File: src/rtl/qau_pkg.sv
// Shared types, constants and the arctangent lookup table for the quaternion attitude update block.
`default_nettype none
package qau_pkg;

  localparam int QUAT_W  = 32;
  localparam int GYRO_W  = 16;
  localparam int ANGLE_W = 32;
  localparam int SCALE_W = 32;
  localparam int QF      = QUAT_W - 2;
  localparam int NW      = QUAT_W + 4;
  localparam int MW      = QUAT_W + 1;
  localparam int PW      = 2 * MW;
  localparam int TW      = QUAT_W + 2;
  localparam int CW      = QUAT_W + 6;
  localparam int SW      = 64;
  localparam int CNT_W   = 5;

  localparam logic [SCALE_W-1:0]       SCALE_RESET = 32'd216930;
  localparam logic signed [QUAT_W-1:0] Q_ONE       = 32'sh4000_0000;

  localparam logic [CNT_W-1:0] N_GYRO     = 5'd3;
  localparam logic [CNT_W-1:0] N_UPD      = 5'd12;
  localparam logic [CNT_W-1:0] N_SQSUM    = 5'd4;
  localparam logic [CNT_W-1:0] N_DCM      = 5'd10;
  localparam logic [CNT_W-1:0] N_TSQ      = 5'd1;
  localparam logic [CNT_W-1:0] SQRT_LAST  = 5'd31;
  localparam logic [CNT_W-1:0] DIV_LAST   = 5'd30;
  localparam logic [CNT_W-1:0] CORD_LAST  = 5'd30;

  typedef enum logic [4:0] {
    ST_IDLE, ST_GYRO, ST_UPD, ST_HALVE, ST_SQSUM, ST_NCHK, ST_SQRT1, ST_DIVI,
    ST_DIV, ST_QST, ST_DCM, ST_TSQ, ST_SQRT2I, ST_SQRT2, ST_CORDI, ST_CORD, ST_DONE
  } state_e;

  typedef enum logic [4:0] {
    OP_NONE, OP_LOAD, OP_GYRO, OP_UPD, OP_HALVE, OP_SQSUM, OP_IDENT, OP_SQRT_INIT,
    OP_SQRT_STEP, OP_DIV_INIT, OP_DIV_STEP, OP_QSTORE, OP_DCM, OP_TSQ,
    OP_CORD_INIT, OP_CORD_STEP, OP_OUT
  } dp_op_e;

  typedef struct packed {
    dp_op_e           op;
    logic             mul_en;
    logic [CNT_W-1:0] idx;
    logic             sel;
  } dp_cmd_t;

  typedef struct packed {
    logic big;
    logic norm_zero;
  } dp_status_t;

  // Arctangent of 2^-i as a binary angle with pi at 2^31.
  function automatic logic [ANGLE_W-1:0] atan_lut(input logic [CNT_W-1:0] i);
    logic [ANGLE_W-1:0] v;
    case (i)
      5'd0:  v = 32'd536870912;
      5'd1:  v = 32'd316933406;
      5'd2:  v = 32'd167458907;
      5'd3:  v = 32'd85004756;
      5'd4:  v = 32'd42667331;
      5'd5:  v = 32'd21354465;
      5'd6:  v = 32'd10679838;
      5'd7:  v = 32'd5340245;
      5'd8:  v = 32'd2670163;
      5'd9:  v = 32'd1335087;
      5'd10: v = 32'd667544;
      5'd11: v = 32'd333772;
      5'd12: v = 32'd166886;
      5'd13: v = 32'd83443;
      5'd14: v = 32'd41722;
      5'd15: v = 32'd20861;
      5'd16: v = 32'd10430;
      5'd17: v = 32'd5215;
      5'd18: v = 32'd2608;
      5'd19: v = 32'd1304;
      5'd20: v = 32'd652;
      5'd21: v = 32'd326;
      5'd22: v = 32'd163;
      5'd23: v = 32'd81;
      5'd24: v = 32'd41;
      5'd25: v = 32'd20;
      5'd26: v = 32'd10;
      5'd27: v = 32'd5;
      5'd28: v = 32'd3;
      5'd29: v = 32'd1;
      5'd30: v = 32'd1;
      default: v = 32'd0;
    endcase
    return v;
  endfunction

endpackage
`default_nettype wire

File: src/rtl/qau_ctrl.sv
// Sequencing state machine for the quaternion attitude update block.
`default_nettype none
module qau_ctrl import qau_pkg::*; (
  input  logic       clk_i,
  input  logic       rst_ni,
  input  logic       in_valid_i,
  output logic       in_ready_o,
  output logic       out_valid_o,
  input  logic       out_ready_i,
  input  dp_status_t status_i,
  output dp_cmd_t    cmd_o
);

  state_e           state_q, state_d;
  logic [CNT_W-1:0] cnt_q, cnt_d;
  logic             out_valid_q, out_valid_d;
  logic             out_load;

  always_comb begin
    state_d = state_q;
    cnt_d   = cnt_q + 5'd1;
    case (state_q)
      ST_IDLE: begin
        cnt_d = '0;
        if (in_valid_i) state_d = ST_GYRO;
      end
      ST_GYRO:   if (cnt_q == N_GYRO) begin state_d = ST_UPD; cnt_d = '0; end
      ST_UPD:    if (cnt_q == N_UPD) begin state_d = ST_HALVE; cnt_d = '0; end
      ST_HALVE: begin
        cnt_d = '0;
        if (!status_i.big) state_d = ST_SQSUM;
      end
      ST_SQSUM:  if (cnt_q == N_SQSUM) begin state_d = ST_NCHK; cnt_d = '0; end
      ST_NCHK: begin
        cnt_d   = '0;
        state_d = status_i.norm_zero ? ST_DCM : ST_SQRT1;
      end
      ST_SQRT1:  if (cnt_q == SQRT_LAST) begin state_d = ST_DIVI; cnt_d = '0; end
      ST_DIVI: begin state_d = ST_DIV; cnt_d = '0; end
      ST_DIV:    if (cnt_q == DIV_LAST) begin state_d = ST_QST; cnt_d = '0; end
      ST_QST: begin state_d = ST_DCM; cnt_d = '0; end
      ST_DCM:    if (cnt_q == N_DCM) begin state_d = ST_TSQ; cnt_d = '0; end
      ST_TSQ:    if (cnt_q == N_TSQ) begin state_d = ST_SQRT2I; cnt_d = '0; end
      ST_SQRT2I: begin state_d = ST_SQRT2; cnt_d = '0; end
      ST_SQRT2:  if (cnt_q == SQRT_LAST) begin state_d = ST_CORDI; cnt_d = '0; end
      ST_CORDI: begin state_d = ST_CORD; cnt_d = '0; end
      ST_CORD:   if (cnt_q == CORD_LAST) begin state_d = ST_DONE; cnt_d = '0; end
      ST_DONE: begin
        cnt_d = '0;
        if (!out_valid_q || out_ready_i) state_d = ST_IDLE;
      end
      default: begin state_d = ST_IDLE; cnt_d = '0; end
    endcase
  end

  always_comb begin
    cmd_o        = '0;
    cmd_o.op     = OP_NONE;
    cmd_o.idx    = cnt_q;
    out_load     = 1'b0;
    case (state_q)
      ST_IDLE:   if (in_valid_i) cmd_o.op = OP_LOAD;
      ST_GYRO: begin
        cmd_o.op     = OP_GYRO;
        cmd_o.mul_en = (cnt_q < N_GYRO);
      end
      ST_UPD: begin
        cmd_o.op     = OP_UPD;
        cmd_o.mul_en = (cnt_q < N_UPD);
      end
      ST_HALVE:  if (status_i.big) cmd_o.op = OP_HALVE;
      ST_SQSUM: begin
        cmd_o.op     = OP_SQSUM;
        cmd_o.mul_en = (cnt_q < N_SQSUM);
      end
      ST_NCHK:   cmd_o.op = status_i.norm_zero ? OP_IDENT : OP_SQRT_INIT;
      ST_SQRT1:  cmd_o.op = OP_SQRT_STEP;
      ST_DIVI:   cmd_o.op = OP_DIV_INIT;
      ST_DIV:    cmd_o.op = OP_DIV_STEP;
      ST_QST:    cmd_o.op = OP_QSTORE;
      ST_DCM: begin
        cmd_o.op     = OP_DCM;
        cmd_o.mul_en = (cnt_q < N_DCM);
      end
      ST_TSQ: begin
        cmd_o.op     = OP_TSQ;
        cmd_o.mul_en = (cnt_q < N_TSQ);
      end
      ST_SQRT2I: begin
        cmd_o.op  = OP_SQRT_INIT;
        cmd_o.sel = 1'b1;
      end
      ST_SQRT2:  cmd_o.op = OP_SQRT_STEP;
      ST_CORDI:  cmd_o.op = OP_CORD_INIT;
      ST_CORD:   cmd_o.op = OP_CORD_STEP;
      ST_DONE: begin
        if (!out_valid_q || out_ready_i) begin
          cmd_o.op = OP_OUT;
          out_load = 1'b1;
        end
      end
      default: cmd_o.op = OP_NONE;
    endcase
  end

  assign out_valid_d = (out_valid_q && !out_ready_i) || out_load;
  assign in_ready_o  = (state_q == ST_IDLE);
  assign out_valid_o = out_valid_q;

  always_ff @(posedge clk_i or negedge rst_ni) begin
    if (!rst_ni) begin
      state_q     <= ST_IDLE;
      cnt_q       <= '0;
      out_valid_q <= 1'b0;
    end else begin
      state_q     <= state_d;
      cnt_q       <= cnt_d;
      out_valid_q <= out_valid_d;
    end
  end

  a_load_sets_valid: assert property (@(posedge clk_i) disable iff (!rst_ni)
    out_load |=> out_valid_o)
    else $error("result load did not raise out_valid");

  a_accept_starts: assert property (@(posedge clk_i) disable iff (!rst_ni)
    (in_valid_i && in_ready_o) |=> (state_q == ST_GYRO))
    else $error("accepted item did not start the scaling phase");

  a_halve_exit: assert property (@(posedge clk_i) disable iff (!rst_ni)
    (state_q == ST_HALVE && !status_i.big) |=> (state_q == ST_SQSUM))
    else $error("halving loop did not exit when components fit");

endmodule
`default_nettype wire

File: config.mk
export PLATFORM = sky130hd
export DESIGN_NAME = qau_ctrl
export DESIGN_NICKNAME = d
export VERILOG_FILES = /design/src/rtl/qau_pkg.sv /design/src/rtl/qau_ctrl.sv
export SDC_FILE = /design/constraint.sdc
export NUM_CORES = 1
export LEC_CHECK = 0
export ABC_AREA = 1
export ABC_CLOCK_PERIOD_IN_PS = 1500
export BUFFER_PORTS_ARGS = -buffer_cell sky130_fd_sc_hd__buf_2
export CAP_MARGIN = 20
export CORE_MARGIN = 5
export CORE_UTILIZATION = 52
export DETAILED_ROUTE_END_ITERATION = 16
export PLACE_DENSITY = 0.86
export SLEW_MARGIN = 20
export SYNTH_ARGS = -nofsm -noshare
export SYNTH_HDL_FRONTEND = slang
export SYNTH_SLANG_ARGS = --single-unit
export TNS_END_PERCENT = 30
File: constraint.sdc
create_clock -name clk_i -period 1.5 [get_ports clk_i]
set_input_delay 0.375 -clock clk_i [delete_from_list [all_inputs] [get_ports clk_i]]
set_output_delay 0.375 -clock clk_i [all_outputs]
set_load 0.05 [all_outputs]
==> flow_summary.toml <==
[synthesis]
synthAdderAreaFrac = 0.0457
ys.warnings.count = 0
seq_area_frac_synth = 0.201
yosysTopAreaCellShare = 0.201
synth_compound_area_frac = 0.0584
synthTopCellsByArea = "dfrtp_1 20%, nand2_1 14%, nand3_1 14%"
synth_edf_count = 0
synth.area.mux_share = 0
synth-xor-area-share = 0.0128
async_flop_share = 1.00
synthTopCellsByCount = "50 x nand2_1, 37 x nand3_1, 28 x nor2_1, 24 x inv_1, 11 x dfrtp_1"
yosys.area.top_type = "dfrtp_1"
synth_top_family_by_area = "simple AND/OR/NAND/NOR gates"
synth.most_common_cell = "nand2_1"
syn_inst = 220
syn-num-nets = 231
synthSimpleGateAreaFrac = 0.573
syn-mean-instance-area_um2 = 6.23
synthFlopType = "dfrtp_1"
ys_seq_elements = 11
ys_types = 23
synth_area_um2 = 1370

[worst_setup_path]
required_ns = 1.12
crit_type = "register to output port"
rr_startpoint = "state_q[0]$_DFFE_PN0P_"
cp_max_fo = 5
crit_start = "state_q[0]$_DFFE_PN0P_"
cp.arrival_ns = 1.83
critPathLaunchType = "register"
worst_setup_path_end_kind = "output port"

[cts]
root_buffer = "clkbuf_4"
clkSinkCount = 11
cts.clk_slew.worst_paths_ns = 0.08
clock_latency_ns = 0.28
cts_tree = "built"
cts_max_level = 1
cts-buffers-inserted = 3
clockBufferDepth = 2

[sta]
drv_slew = 0
finalWorstSetupSlack_ns = -0.703
fin_setup_tns_ns = -8.43
fin_crit_ns = 2.20
rsz0062_at_grt = "true"
worstMarginPinSlew_ns = 0.333
clock-skew-final_ns = 0.00533
holdWs_ns = 0.434
slew_headroom = 0.777
period_share = 1.47
fmax_ghz = 0.454
report.final.setup_viol = 18
hold_viol = 0

[worst_hold_path]
hold_start = "out_ready_i"
hold_class = "input pin to register"

[cells_and_area]
fin_util = 0.952
antenna_cells = 0
final_cell_area_um2 = 2380
stdcell_count = 348
drive_gt1_frac = 0.553
nNetsFinal = 330
area_growth_pct = 73.8

[floorplan]
die_w_um = 61.3
core.rowCount = 18
core_um2 = 2500
die_h_um = 61.3
dieArea_um2 = 3760
start_util = 0.548
ios = 20

[route]
wl_met3_um = 1030
wl_met1_um = 2550
drt_pass1_iterations = 5
wl_met2_um = 3590
num_vias = 2315
wl_per_cell_um = 23.3
ant_nets = 0
top_layer_used = "met4"
drt-total-wl_um = 8110
drcViolationCount = 0
via_per_inst = 6.65
drt-initial-drc-count = 447

[placement]
dp_cells = 326
dp_hpwl_um = 3830
port_buffers = 19
placed_area_um2 = 1990
place_congestion = 0.954

[flow_run]
drv_cap = 0

[global_route]
grt_max_degree = 12
grt_usage = 0.303
overflow = 0
grt_pass1_wl_um = 8420
grt_pass1_vias = 1899
antenna_found_initial = 0

[run_status]
violations = "negative setup slack"
status = "finished with violations"

[pwr]
power_switching_mw = 3.18
swShare = 0.580
internal_power_mw = 2.31
vdd_drop_max_mv = 2.29
pwr_density_cell_nw_per_um2 = 2310
seq_power_share = 0.104
p_leak_nw = 1.27
combPwrFrac = 0.857
pwr-share-clk = 0.039
-- flip-flops by register name, summed over array words and instances, names as in the netlist --
signal / cells
state_q: 5
cnt_q: 5
out_valid_o: 1
-- layer usage --
layer	track usage	vias to the layer above
li1	-	906
met1	0.324	1019
met3	0.0797	128
met2	0.551	262
met4	0.145	0
met5	0	-
-- cell usage in the layout (no fill, tap or decap), types with 4 or more instances in the layout --
master and n:
clkbuf_4 4, buf_6 10, nand4_1 5, nor2_2 10
nor2_4 12, nor2_1 19, inv_1 19, buf_4 73
inv_2 8, dfrtp_2 9, nand2_4 13, nand2_1 43
nand2_2 8, nand3_1 34, a21oi_1 5, buf_2 10
-- through the flow --
stage                     power [mW]  setup WS [ns]
after global placement          3.81         -0.296
final                           5.49         -0.703
after global routing            5.73         -0.822
after floorplan                 2.78         -0.386
after CTS                       4.51         -0.520
after detailed placement        3.92         -0.365
-- kinds of logic (layout without fill, tap and decap cells) --
logic type,Yosys count,after routing
adder cells (fa/ha/maj),5,5
buffers and inverters,35,133
flip-flops,11,11
AND/OR/NAND/NOR,153,153
AO/OA/AOI/OAI,14,14
XOR/XNOR,2,2
-- power by group through the flow --
| stage | combinational, mW | clock (mW) | sequential, mW |
|---|---|---|---|
| after floorplan | 2.20 | 0 | 0.587 |
| after global placement | 3.28 | 0 | 0.536 |
| after detailed placement | 3.37 | 0 | 0.544 |
| after CTS | 3.75 | 0.210 | 0.557 |
| after global routing | 4.90 | 0.256 | 0.574 |
| final | 4.71 | 0.215 | 0.572 |
-- worst max-delay path: stages, from the launching register on --
cell and delay (ns):
dfrtp_2 0.46, buf_4 0.16, nor2_4 0.17, buf_4 0.19, nand3_2 0.11, clkinvlp_4 0.15
a21oi_4 0.09, nand3_4 0.09, buf_8 0.14
-- area by class of cell --
| type | instances | area [um2] |
|---|---|---|
| Tap cell | 30 | 37.5 |
| Clock buffer | 4 | 26.3 |
| Timing Repair Buffer | 97 | 758 |
| Sequential cell | 11 | 287 |
| Inverter | 32 | 135 |
| Fill cell | 63 | 119 |
| Multi-Input combinational cell | 174 | 1140 |
-- path summary, 6_finish.rpt --
kind	end	slack [ns]	depth (start not counted)
worst max register to register	state_q[3]$_DFFE_PN0P_	-0.50	10
worst min-delay path	out_valid_o$_DFF_PN0_	0.43	4
min in group asynchronous	cnt_q[0]$_DFF_PN0_	0.52	2
worst min register to register	state_q[1]$_DFFE_PN0P_	0.59	2
worst max-delay path	cmd_o[7]	-0.70	8
max in group asynchronous	state_q[2]$_DFFE_PN0P_	0.75	2
-- repair_timing --
item	CTS	global route
endpoints found under the hold margin	11	0
pin swaps	5	16
hold buffers	1	0
setup endpoints to repair	18	20
buffers inserted	3	14
gates cloned	0	0
gates resized for setup	37	30
No activity file was read; power rests on OpenSTA's default activity.
